===== src/rtl/csq_pkg.sv =====
// ----------------------------------------------------------------------------
// csq_pkg
// Types and constants of the counting semaphore with its waiter queue.
// ----------------------------------------------------------------------------
package csq_pkg;

  localparam int MaxWaiters = 16;
  localparam int ThreadBits = 8;
  localparam int IdxBits    = $clog2(MaxWaiters);
  localparam int TotalBits  = $clog2(MaxWaiters + 1);
  localparam int CountBits  = 16;

  localparam logic [CountBits-1:0] CountMax = '1;

  typedef enum logic [1:0] {
    CMD_CREATE  = 2'd0,
    CMD_DOWN    = 2'd1,
    CMD_UP      = 2'd2,
    CMD_DESTROY = 2'd3
  } cmd_e;

  typedef enum logic [2:0] {
    ST_DONE         = 3'd0,
    ST_WAIT         = 3'd1,
    ST_RELEASED     = 3'd2,
    ST_NOT_LIVE     = 3'd3,
    ST_ALREADY_LIVE = 3'd4,
    ST_WAITERS      = 3'd5,
    ST_FULL         = 3'd6
  } status_e;

  typedef struct packed {
    cmd_e        cmd;
    logic [15:0] init_value;
    logic [7:0]  thread_id;
  } in_t;

  typedef struct packed {
    status_e     status;
    logic [7:0]  woken_thread;
    logic [15:0] count_now;
    logic [4:0]  waiters_now;
  } out_t;

  typedef struct packed {
    logic clear;
    logic push;
    logic pop;
  } q_ctrl_t;

endpackage


===== src/rtl/csq_waitq.sv =====
// ----------------------------------------------------------------------------
// csq_waitq
// Circular queue of waiting thread numbers with head, tail and fill count.
// ----------------------------------------------------------------------------
module csq_waitq (
  input  logic                            clk_i,
  input  logic                            rst_ni,
  input  csq_pkg::q_ctrl_t                ctrl_i,
  input  logic [csq_pkg::ThreadBits-1:0]  push_data_i,
  output logic [csq_pkg::ThreadBits-1:0]  head_data_o,
  output logic [csq_pkg::TotalBits-1:0]   total_o
);

  logic [csq_pkg::ThreadBits-1:0] store_q [csq_pkg::MaxWaiters];
  logic [csq_pkg::IdxBits-1:0]    head_q, head_d;
  logic [csq_pkg::IdxBits-1:0]    tail_q, tail_d;
  logic [csq_pkg::TotalBits-1:0]  total_q, total_d;

  function automatic logic [csq_pkg::IdxBits-1:0] next_slot(
    input logic [csq_pkg::IdxBits-1:0] p
  );
    if (p == csq_pkg::IdxBits'(csq_pkg::MaxWaiters - 1)) begin
      return '0;
    end
    return p + 1'b1;
  endfunction

  always_comb begin
    head_d  = head_q;
    tail_d  = tail_q;
    total_d = total_q;
    priority if (ctrl_i.clear) begin
      head_d  = '0;
      tail_d  = '0;
      total_d = '0;
    end else if (ctrl_i.push) begin
      tail_d  = next_slot(tail_q);
      total_d = total_q + 1'b1;
    end else if (ctrl_i.pop) begin
      head_d  = next_slot(head_q);
      total_d = total_q - 1'b1;
    end
  end

  always_ff @(posedge clk_i or negedge rst_ni) begin
    if (!rst_ni) begin
      head_q  <= '0;
      tail_q  <= '0;
      total_q <= '0;
    end else begin
      head_q  <= head_d;
      tail_q  <= tail_d;
      total_q <= total_d;
    end
  end

  always_ff @(posedge clk_i) begin
    if (ctrl_i.push && !ctrl_i.clear) begin
      store_q[tail_q] <= push_data_i;
    end
  end

  assign head_data_o = store_q[head_q];
  assign total_o     = total_q;

endmodule


===== src/rtl/counting_semaphore_wait_queue_unit.sv =====
// Commands pass the input reg, then the result reg; an output stall holds them.
// Throughput: one command per cycle unless the output stalls; each command updates
// the live flag, count or waiter queue in a single pass between the two registers.
// Reset: asynchronous, active low; semaphore not live, count 0, queue empty.
// Waiter entries are not cleared; only written entries are ever read.
// ----------------------------------------------------------------------------
// counting_semaphore_wait_queue_unit
// Counting semaphore with create/down/up/destroy and a FIFO of waiters.
// ----------------------------------------------------------------------------
module counting_semaphore_wait_queue_unit (
  input  logic           clk_i,
  input  logic           rst_ni,
  input  logic           in_valid_i,
  output logic           in_stall_o,
  input  csq_pkg::in_t   in_i,
  output logic           out_valid_o,
  input  logic           out_stall_i,
  output csq_pkg::out_t  out_o
);

  logic            in_vld_q, in_vld_d;
  csq_pkg::in_t    in_q;
  logic            out_vld_q, out_vld_d;
  csq_pkg::out_t   out_q, out_d;
  logic            live_q, live_d;
  logic [csq_pkg::CountBits-1:0] count_q, count_d;

  csq_pkg::q_ctrl_t               q_ctrl;
  logic [csq_pkg::ThreadBits-1:0] head_data;
  logic [csq_pkg::TotalBits-1:0]  total, total_after;
  logic                           advance, accept;
  csq_pkg::status_e               status;
  logic [7:0]                     woken;

  assign advance    = in_vld_q && (!out_vld_q || !out_stall_i);
  assign in_stall_o = in_vld_q && !advance;
  assign accept     = in_valid_i && !in_stall_o;

  csq_waitq u_waitq (
    .clk_i       (clk_i),
    .rst_ni      (rst_ni),
    .ctrl_i      (q_ctrl),
    .push_data_i (in_q.thread_id[csq_pkg::ThreadBits-1:0]),
    .head_data_o (head_data),
    .total_o     (total)
  );

  // Command decode; state only moves when the item leaves the input register.
  always_comb begin
    live_d  = live_q;
    count_d = count_q;
    q_ctrl  = '0;
    status  = csq_pkg::ST_DONE;
    woken   = '0;
    if (in_q.cmd != csq_pkg::CMD_CREATE && !live_q) begin
      status = csq_pkg::ST_NOT_LIVE;
    end else begin
      unique case (in_q.cmd)
        csq_pkg::CMD_CREATE: begin
          if (live_q) begin
            status = csq_pkg::ST_ALREADY_LIVE;
          end else begin
            count_d      = in_q.init_value;
            q_ctrl.clear = 1'b1;
            live_d       = 1'b1;
          end
        end
        csq_pkg::CMD_DOWN: begin
          priority if (count_q != '0) begin
            count_d = count_q - 1'b1;
          end else if (total == csq_pkg::TotalBits'(csq_pkg::MaxWaiters)) begin
            status = csq_pkg::ST_FULL;
          end else begin
            q_ctrl.push = 1'b1;
            status      = csq_pkg::ST_WAIT;
          end
        end
        csq_pkg::CMD_UP: begin
          priority if (total != '0) begin
            q_ctrl.pop = 1'b1;
            woken      = 8'(head_data);
            status     = csq_pkg::ST_RELEASED;
          end else if (count_q != csq_pkg::CountMax) begin
            count_d = count_q + 1'b1;
          end
        end
        csq_pkg::CMD_DESTROY: begin
          if (total != '0) begin
            status = csq_pkg::ST_WAITERS;
          end else begin
            live_d = 1'b0;
          end
        end
        default: status = csq_pkg::ST_DONE;
      endcase
    end
    if (!advance) begin
      live_d  = live_q;
      count_d = count_q;
      q_ctrl  = '0;
    end
  end

  always_comb begin
    priority if (q_ctrl.clear) begin
      total_after = '0;
    end else if (q_ctrl.push) begin
      total_after = total + 1'b1;
    end else if (q_ctrl.pop) begin
      total_after = total - 1'b1;
    end else begin
      total_after = total;
    end
  end

  always_comb begin
    out_d.status       = status;
    out_d.woken_thread = woken;
    out_d.count_now    = count_d;
    out_d.waiters_now  = 5'(total_after);
  end

  always_comb begin
    if (accept) begin
      in_vld_d = 1'b1;
    end else if (advance) begin
      in_vld_d = 1'b0;
    end else begin
      in_vld_d = in_vld_q;
    end
    if (advance) begin
      out_vld_d = 1'b1;
    end else if (!out_stall_i) begin
      out_vld_d = 1'b0;
    end else begin
      out_vld_d = out_vld_q;
    end
  end

  always_ff @(posedge clk_i or negedge rst_ni) begin
    if (!rst_ni) begin
      in_vld_q  <= 1'b0;
      out_vld_q <= 1'b0;
      live_q    <= 1'b0;
      count_q   <= '0;
    end else begin
      in_vld_q  <= in_vld_d;
      out_vld_q <= out_vld_d;
      live_q    <= live_d;
      count_q   <= count_d;
    end
  end

  // Input register is cleared so the decode never sees an unknown command.
  always_ff @(posedge clk_i or negedge rst_ni) begin
    if (!rst_ni) begin
      in_q <= '0;
    end else if (accept) begin
      in_q <= in_i;
    end
  end

  always_ff @(posedge clk_i) begin
    if (advance) begin
      out_q <= out_d;
    end
  end

  assign out_valid_o = out_vld_q;
  assign out_o       = out_q;

endmodule


===== config.mk =====
export PLATFORM = sky130hd
export DESIGN_NAME = counting_semaphore_wait_queue_unit
export DESIGN_NICKNAME = d
export VERILOG_FILES = /design/src/rtl/csq_pkg.sv /design/src/rtl/csq_waitq.sv /design/src/rtl/counting_semaphore_wait_queue_unit.sv
export SDC_FILE = /design/constraint.sdc
export NUM_CORES = 1
export LEC_CHECK = 0
export BUFFER_PORTS_ARGS = -buffer_cell sky130_fd_sc_hd__buf_4
export CAP_MARGIN = 20
export CORE_ASPECT_RATIO = 1.2
export CORE_MARGIN = 8
export CORE_UTILIZATION = 35
export CTS_BUF_LIST = sky130_fd_sc_hd__clkbuf_4
export CTS_CLUSTER_DIAMETER = 50
export DETAILED_ROUTE_END_ITERATION = 6
export RECOVER_POWER = 100
export SETUP_SLACK_MARGIN = 0.2
export SLEW_MARGIN = 20
export SYNTH_ARGS = -nofsm -noshare
export SYNTH_HDL_FRONTEND = slang
export SYNTH_SLANG_ARGS = --single-unit

===== constraint.sdc =====
create_clock -name clk_i -period 4.1 [get_ports clk_i]
set_input_delay 1.025 -clock clk_i [delete_from_list [all_inputs] [get_ports clk_i]]
set_output_delay 1.025 -clock clk_i [all_outputs]
set_load 0.01 [all_outputs]

==> results of run 1 <==
[power breakdown]
group	switching [W]	total, W	leakage (nW)	internal, W
Combinational	0.000824	0.00158	1.34	0.000754
Clock	0.000849	0.00179	0.425	0.000939
Sequential	0.000442	0.00311	2.15	0.00267
[sequential cells by signal, indices dropped and copies added (netlist names)]
register and flops:
u_waitq.store_q 128, out_o 32, in_q 26, count_q 16, u_waitq.total_o 5, u_waitq.head_q 4, u_waitq.tail_q 4, in_vld_q 1
live_q 1, out_valid_o 1
[how the worst max path moves through the flow]
stage,end,slack [ps],cells past startpoint
floorplan,u_waitq.store_q[7][0],490,5
global placement,u_waitq.store_q[10][3],710,7
detailed placement,u_waitq.store_q[10][6],690,7
CTS,u_waitq.store_q[10][3],660,7
global route,u_waitq.store_q[2][4],240,8
finish,u_waitq.store_q[0][4],370,8
[layout by cell type (no fill, tap or decap), drive strengths merged, types with 3 or more instances in the layout]
cell type and n:
nor4b 4, and3 6, mux4 34, nand2 40
clkinv 13, nor4 17, o41ai 4, mux2i 13
inv 17, or3 7, a22oi 5, o22ai 4
o221ai 3, a31oi 6, or4 5, o21ai 28
nand4 10, clkbuf 131, nor3 27, buf 42
ha 14, nor2 29, a21o 3, o211ai 7
nand3 23, dfrtp 58, o2111ai 3, mux2 36
o21a 4, and2 3, a21oi 15, edfxtp 160
nand2b 7, nor2b 8, o31ai 4, a211o 3
[cells by family (layout without fill, tap and decap cells)]
logic type | Yosys count | count (layout)
other | 0 | 1
and+or+nand+nor | 197 | 197
xor gates and xnor gates | 2 | 2
adders and majority gates | 14 | 14
DFF | 218 | 218
muxes | 83 | 83
AOI/OAI and AO/OA | 112 | 112
buffers and inverters | 62 | 204
[final cells by class]
type | count | area, um2 | area share
Antenna cell | 1 | 2.50 | 0.000220
Multi-Input combinational cell | 408 | 3360 | 0.296
Tap cell | 379 | 474 | 0.0417
Clock inverter | 13 | 76.3 | 0.00671
Sequential cell | 218 | 6260 | 0.550
Inverter | 18 | 67.6 | 0.00594
Clock buffer | 84 | 631 | 0.0554
Timing Repair Buffer | 89 | 505 | 0.0444
[metal layers]
layer / part of all wire / up-vias / global-route usage
met5: 0 / - / 0
met2: 0.50 / 193 / 0.235
met4: 0.026 / 0 / 0.0525
met3: 0.056 / 50 / 0.0319
li1: - / 2951 / -
met1: 0.41 / 3181 / 0.164
[metrics by stage]
step,std cells,total power (W),setup slack [ps],util
floorplan,688,0.00427,486,-
global placement,1112,0.00482,713,0.389
CTS,1209,0.00665,661,0.414
finish,1210,0.00648,371,0.408
global route,1210,0.00686,240,0.408
detailed placement,1112,0.00483,688,0.389
==> run metrics, run 1 <==
status=complete, but fails checks; failing checks=capacitance limit, slew limit; post-synthesis simple-gate area fraction=0.112; worst hold path stage count=1; FF+latch count, synth=218; main combinational cell family by area after synthesis=multiplexers; Ports=64; register area share after synthesis=0.632; Syn Inst Count=688; Fmax=about 270 MHz; Slew Limit Fails=85; GR Overflow Total=0; TritonCTS Buffers=54; Max-cap violations=2; ys async rst share=0.266; CP bufs+invs=2; number of enable flip-flop cells after synthesis=160; Post-Synth XOR/XNOR Area=0.00177; H-tree levels=2; top cell type's share of synthesized area=0.486; Reg2Reg Setup Slack=370 ps; kind of critical path=flip-flop to flip-flop; CTS Buffer Depth=3; hold endpoint=out_valid_o; vias in the first global route=6470; Worst setup EP type=flip-flop; Pre-antenna DRT Iters=5; CP required=about 4400 ps; r2r endpoint=u_waitq.store_q[0][4]; top_reg_cell synth=edfxtp_1; Avg Cell Area, Syn=14.4 um2; worst path cell trace=inv_1 > ha_1 > or4b_1 > or4_1 > nor4_4 > nand2_1 > nor3_1 > clkbuf_1; Nets=833; post-synthesis mux area share=0.132; final WL=between 20000 and 25000 um; cell area power density=569 mW/mm2; root buf cell=clkbuf_4; CTS clk-pin slew, worst paths=70 ps; Setup TNS=0 ps; critical-path maximum fanout=9; crit path launch type=flip-flop; Vias=6375; clk sinks=218; commonest cells in the netlist=edfxtp_1 (160), dfrtp_1 (58), nand2_1 (40), mux2_2 (36), clkbuf_1 (35); Final min period=3730 ps; Reg2Reg Depth=8; RSZ-0062 raised after global routing=false; clk_lat worst skew=690 ps; post-route clock period utilization=0.910; Post-CTS Setup Bufs=0; core area=approximately 0.028 mm2; hold slack=468 ps; Synth area leader=edfxtp_1; Die Ht=around 200 um; Rel. slew slack=-0.171; HP Class=flip-flop to flip-flop; crit path DAT=4030 ps; initial antenna violation count=1; library cells used by synthesis=between 70 and 80; most frequent cell after synthesis=edfxtp_1; HPWL Detailed=15800 um; Setup Skew=roughly 90 ps; DR WL/cell=19.4 um; final hold viol count=0; maximum vdd drop=0.275 mV; IO Port Bufs=63; drt drc=0; first-pass GRT wire length=roughly 37000 um; GPL Wtd Cong=0.902; area fraction in compound gates after synthesis=0.0783; DR vias/cell=5.27; die width=169 um; Worst Min Path Start=in_vld_q; Starting Density=0.354; CTS resizes=0; leading post-synthesis cells by cell area=edfxtp_1 (49%), dfrtp_1 (15%), mux4_2 (7.7%); Worst-Margin Slew=1760 ps; Syn-to-layout area delta=15.0%; CTS tree=done; syn nets=732; Synth Area in Adders=0.0177; pin count of the biggest net entering global routing=59; share of cells above drive strength 1=0.259; row count=67; gr usage total=0.137; Synth warnings=0; mapped cell area=0.00989 mm2; RR Startpoint=count_q[0]; post-route ant nets=0; area of the die=0.0339 mm2; filler cell count=2679; Static Leak=3.91 nW; DR iter-0 viols=300; hold_buf cts=0; CP delay by family, top=simple AND/OR/NAND/NOR gates; design area=0.0114 mm2; Placed Area=0.0109 mm2; CP max stage cell=or4b_1; CP startpoint=count_q[0]; final setup vio count=0; crit-path max cell delay=between 600 and 700 ps
Power figures use the tool's default switching activity.
==> run 2, diff against run 1 <==
CORE_UTILIZATION = 63   (was 35)
PLACE_DENSITY = 0.82   (was not set)
SLEW_MARGIN = not set   (was 20)
==> run 2 against run 1 <==
The run still ends with capacitance limit, slew limit left. Register-to-register slack gained 50 ps. First-iteration DRC count increased by 80%. Final area down 2.5%. Largest cell class unchanged. Highest routed layer unchanged.
==> run metrics, run 2 (same netlist as run 1, synthesis figures left out) <==
status=complete, but fails checks (unchanged); failing checks=capacitance limit, slew limit (unchanged); TritonCTS Buffers=51 (was 54); critical-path maximum fanout=9 (unchanged); RSZ-0062 raised after global routing=false (unchanged); post-route clock period utilization=0.898 (was 0.910); crit path DAT=3960 ps (was 4030 ps); share of cells above drive strength 1=0.247 (was 0.259); GR Overflow Total=0 (unchanged); Worst setup EP type=flip-flop (unchanged); DR iter-0 viols=539 (was 300); HP Class=flip-flop to flip-flop (unchanged); die width=130 um (was 169 um); crit-path max cell delay=660 ps (was 650 ps); row count=50 (was 67); CTS Buffer Depth=3 (unchanged); Nets=832 (was 833); maximum vdd drop=0.406 mV (was 0.275 mV); largest register by flop count=u_waitq.store_q (unchanged); Setup Skew=29.6 ps (was 90.3 ps); CP delay by family, top=simple AND/OR/NAND/NOR gates (unchanged); leading cell types in the layout, fill and taps excluded=edfxtp_1 (160), clkbuf_4 (77), dfrtp_1 (57) (was edfxtp_1 (160), clkbuf_4 (84), dfrtp_1 (56)); Static Leak=3.87 nW (was 3.91 nW); GPL Wtd Cong=0.964 (was 0.902); Pre-antenna DRT Iters=5 (unchanged); final worst slack=418 ps (was 371 ps); Ports=64 (unchanged); HPWL Detailed=16700 um (was 15800 um); worst path cell trace=inv_1 > ha_1 > or4b_1 > or4_1 > nor4_4 > nand2_1 > nor2_1 > clkbuf_1 (was inv_1 > ha_1 > or4b_1 > or4_1 > nor4_4 > nand2_1 > nor3_1 > clkbuf_1); Final min period=3680 ps (was 3730 ps); drt drc=0 (unchanged); DR vias/cell=6.33 (was 5.27); Setup TNS=0 ps (unchanged); CP required=4380 ps (was 4400 ps); CTS clk-pin slew, worst paths=60 ps (was 70 ps); CP max stage cell=or4b_1 (unchanged); Reg2Reg Setup Slack=420 ps (was 370 ps); most common library cell in the layout ignoring fill and taps=edfxtp_1 (unchanged); kind of critical path=flip-flop to flip-flop (unchanged); clk sinks=218 (unchanged); final WL=23600 um (was 23400 um); clk_lat worst skew=650 ps (was 690 ps); initial antenna violation count=1 (unchanged); Slew Limit Fails=25 (was 85); Worst-Margin Slew=1670 ps (was 1760 ps); CTS tree=done (unchanged); Rel. slew slack=-0.117 (was -0.171); crit path launch type=flip-flop (unchanged); Setup WS pre-CTS=668 ps (was 688 ps); vias in the first global route=6748 (was 6470); core area=0.0155 mm2 (was 0.0279 mm2); hold slack=480 ps (was 468 ps); first-pass GRT wire length=37200 um (was 36600 um); Post-CTS Setup Bufs=0 (unchanged); DR WL/cell=22.8 um (was 19.4 um); Fmax=272 MHz (was 268 MHz); final hold viol count=0 (unchanged); area of the die=0.0200 mm2 (was 0.0339 mm2); H-tree levels=2 (unchanged); CTS resizes=0 (unchanged); post-route ant nets=0 (unchanged); Post-Layout Cell Count=1035 (was 1210); final setup vio count=0 (unchanged); cell area power density=577 mW/mm2 (was 569 mW/mm2); hold_buf cts=0 (unchanged); Syn-to-layout area delta=12.2% (was 15.0%); max reg flops=128 (unchanged); gr usage total=0.245 (was 0.137); Starting Density=0.638 (was 0.354); Die Ht=153 um (was 200 um); placed insts=943 (was 1112); Vias=6549 (was 6375); pin count of the biggest net entering global routing=59 (unchanged); Max-cap violations=2 (unchanged); root buf cell=clkbuf_4 (unchanged); CP bufs+invs=2 (unchanged); IO Port Bufs=63 (unchanged)
[run 2: path summary, 6_finish.rpt]
kind                             from  depth (start not counted)                      to
min in group asynchronous      rst_ni                          1             count_q[12]
min reg2reg                  in_vld_q                          1             out_valid_o
max reg2reg                count_q[0]                          8  u_waitq.store_q[12][2]
max in group asynchronous      rst_ni                          1       u_waitq.head_q[0]
max                        count_q[0]                          8  u_waitq.store_q[12][2]
min                          in_vld_q                          1             out_valid_o
[run 2: metrics by stage]
stage	power (W)	instance area, um2	utilization
2_1_floorplan	0.00427	9900	-
3_3_place_gp	0.00480	10700	0.687
3_5_place_dp	0.00485	10700	0.687
4_1_cts	0.00654	11300	0.729
5_1_grt	0.00674	11100	0.715
6_report	0.00641	11100	0.715
[run 2: cell type report]
type	count	area [um2]
diodes	1	2.50
clock buffers	77	578
clock inverters	14	65.1
fillers	1101	4420
inverters	18	67.6
multi-input cells	408	3350
flip-flops and latches	218	6260
well taps	208	260
repair buffers	91	520
[run 2: per-layer routing]
layer / share of wire / GRT usage / vias up
met5: 0 / 0 / -
met4: 0.035 / 0.106 / 0
li1: - / - / 2961
met3: 0.061 / 0.0540 / 58
met2: 0.56 / 0.445 / 294
met1: 0.35 / 0.266 / 3236
[run 2: report_power, final]
part	total, W	internal (W)	switching (W)
sequential	0.00307	0.00267	0.000402
clock	0.00167	0.000860	0.000808
combinational	0.00167	0.000765	0.000904
==> run 3, diff against run 2 <==
CORE_MARGIN = not set   (was 8)
SLEW_MARGIN = 20   (was not set)
==> run 3 against run 2 <==
The flow still finishes with violations (capacitance limit, slew limit). Combinational power shrank 4%. Clock-buffer cell count down 1. Power up 2.7%. First-iteration DRC count up 17%. Wire length decreased by 1.6%. Die area down 19%. Clock power increased by 11%. Critical endpoint is now out_o[1]. Clock skew increased by 10 ps. Critical path type is now input pin to flip-flop.
==> run metrics, run 3 (same netlist as run 1, synthesis figures left out) <==
max reg flops=128 (unchanged); clk_lat worst skew=660 ps (was 650 ps); Pre-antenna DRT Iters=6 (was 5); post-route ant nets=0 (unchanged); Reg area=0.00626 mm2 (about the same); Final Util=0.736 (was 0.715); CTS tree=done (unchanged); die width=116 um (was 130 um); Clock Power Share=0.281 (was 0.260); sw power=0.00217 W (was 0.00211 W); CTS clk-pin slew, worst paths=70 ps (was 60 ps); final setup vio count=0 (unchanged); DR vias/cell=6.39 (was 6.33); IO Port Bufs=63 (unchanged); maximum vdd drop=0.447 mV (was 0.406 mV); gr usage total=0.308 (was 0.245); RSZ-0062 raised after global routing=false (unchanged); worst hold path stage count=1 (unchanged); core area=0.0151 mm2 (was 0.0155 mm2); TritonCTS Buffers=53 (was 51); Vias=6625 (was 6549); CTS Buffer Depth=3 (unchanged); Post-Layout Cell Count=1036 (was 1035); CP required=4500 ps (was 4380 ps); vias in the first global route=6864 (was 6748); Worst-Margin Slew=1830 ps (was 1670 ps); clk sinks=218 (unchanged); DR iter-0 viols=628 (was 539); Static Leak=3.89 nW (was 3.87 nW); CTS resizes=0 (unchanged); Reg2Reg Setup Slack=480 ps (was 420 ps); critical-path maximum fanout=13 (was 9); GPL Wtd Cong=0.906 (was 0.964); switch share=0.330 (about the same); area of the die=0.0162 mm2 (was 0.0200 mm2); largest register by flop count=u_waitq.store_q (unchanged); Setup Skew=40.0 ps (was 29.6 ps); first-pass GRT wire length=37000 um (was 37200 um); Ports=64 (unchanged); cell area power density=591 mW/mm2 (was 577 mW/mm2); GR Overflow Total=0 (unchanged); filler cell count=1034 (was 1101); row count=49 (was 50); Int Pwr=0.00441 W (was 0.00429 W); root buf cell=clkbuf_4 (unchanged); initial antenna violation count=1 (unchanged); Setup TNS=0 ps (unchanged); most common library cell in the layout ignoring fill and taps=edfxtp_1 (unchanged); pin count of the biggest net entering global routing=59 (unchanged); Reg2Reg Depth=8 (unchanged); share of cells above drive strength 1=0.244 (was 0.247); Rel. slew slack=-0.218 (was -0.117); placed insts=936 (was 943); final hold viol count=0 (unchanged); crit path DAT=4080 ps (was 3960 ps); Final min period=3680 ps (about the same); Die Ht=139 um (was 153 um); Comb power frac=0.244 (was 0.260); Starting Density=0.653 (was 0.638); register share of total power=0.475 (was 0.479); failing checks=capacitance limit, slew limit (unchanged); H-tree levels=2 (unchanged); status=complete, but fails checks (unchanged); multi-input combinational cell area=0.00335 mm2 (about the same); Slew Limit Fails=142 (was 25); Max-cap violations=4 (was 2); hold_buf cts=0 (unchanged); Worst Min Path Start=in_vld_q (unchanged); r2r endpoint=u_waitq.store_q[2][5] (was u_waitq.store_q[12][2]); leading cell types in the layout, fill and taps excluded=edfxtp_1 (160), clkbuf_4 (76), dfrtp_1 (58) (was edfxtp_1 (160), clkbuf_4 (77), dfrtp_1 (57)); Nets=831 (was 832); crit path launch type=input pin (was flip-flop); HPWL Detailed=15900 um (was 16700 um); kind of critical path=input pin to flip-flop (was flip-flop to flip-flop); DR WL/cell=22.5 um (was 22.8 um); Worst setup EP type=flip-flop (unchanged); Syn-to-layout area delta=12.6% (was 12.2%); RR Startpoint=count_q[0] (unchanged); final WL=23300 um (was 23600 um); hold endpoint=out_valid_o (unchanged); HP Class=flip-flop to flip-flop (unchanged); drt drc=0 (unchanged); Fmax=272 MHz (about the same); post-route clock period utilization=0.898 (about the same); Post-CTS Setup Bufs=0 (unchanged)
[run 3: routing by layer]
| metal | global-route usage | vias to the layer above | part of all wire |
|---|---|---|---|
| met1 | 0.364 | 3290 | 0.35 |
| met5 | 0 | - | 0 |
| met3 | 0.0571 | 76 | 0.058 |
| met2 | 0.539 | 300 | 0.54 |
| li1 | - | 2959 | - |
| met4 | 0.142 | 0 | 0.044 |
[run 3: how the worst max path moves through the flow]
stage,start,end,slack (ps)
after floorplan,out_stall_i,u_waitq.store_q[7][0],490
after global placement,count_q[0],u_waitq.store_q[12][1],810
after detailed placement,count_q[0],u_waitq.store_q[12][2],640
after CTS,count_q[0],u_waitq.store_q[12][1],640
after global routing,count_q[0],u_waitq.store_q[7][3],220
final,out_stall_i,out_o[1],420
[run 3: worst max-delay path, cell delays in order]
cell,delay [ps]
clkbuf_1,100
a21bo_1,350
inv_1,130
clkbuf_1,670
nand2_1,270
nor4_1,1080
nor2_1,160
a22o_1,280
[run 3: cell type report]
cell class / count / area share
flip-flops and latches: 218 / 0.562
multi-input cells: 408 / 0.301
clock buffers: 76 / 0.0512
repair buffers: 88 / 0.0434
well taps: 204 / 0.0229
clock inverters: 23 / 0.0136
inverters: 18 / 0.00607
diodes: 1 / 0.000225
[run 3: through the flow]
stage	area, um2	hold slack [ps]	worst slack, ps	total power, W
after floorplan	9900	441	486	0.00427
after global placement	10600	449	815	0.00476
after detailed placement	10600	465	637	0.00483
after CTS	11300	439	635	0.00667
after global routing	11100	505	218	0.00691
final	11100	500	420	0.00658
[run 3: power by group through the flow]
stage | registers, W | logic, W | clock network, W
after floorplan | 0.00288 | 0.00139 | 0
after global placement | 0.00315 | 0.00161 | 0
after detailed placement | 0.00317 | 0.00165 | 0
after CTS | 0.00313 | 0.00167 | 0.00188
after global routing | 0.00318 | 0.00174 | 0.00199
final | 0.00313 | 0.00161 | 0.00185
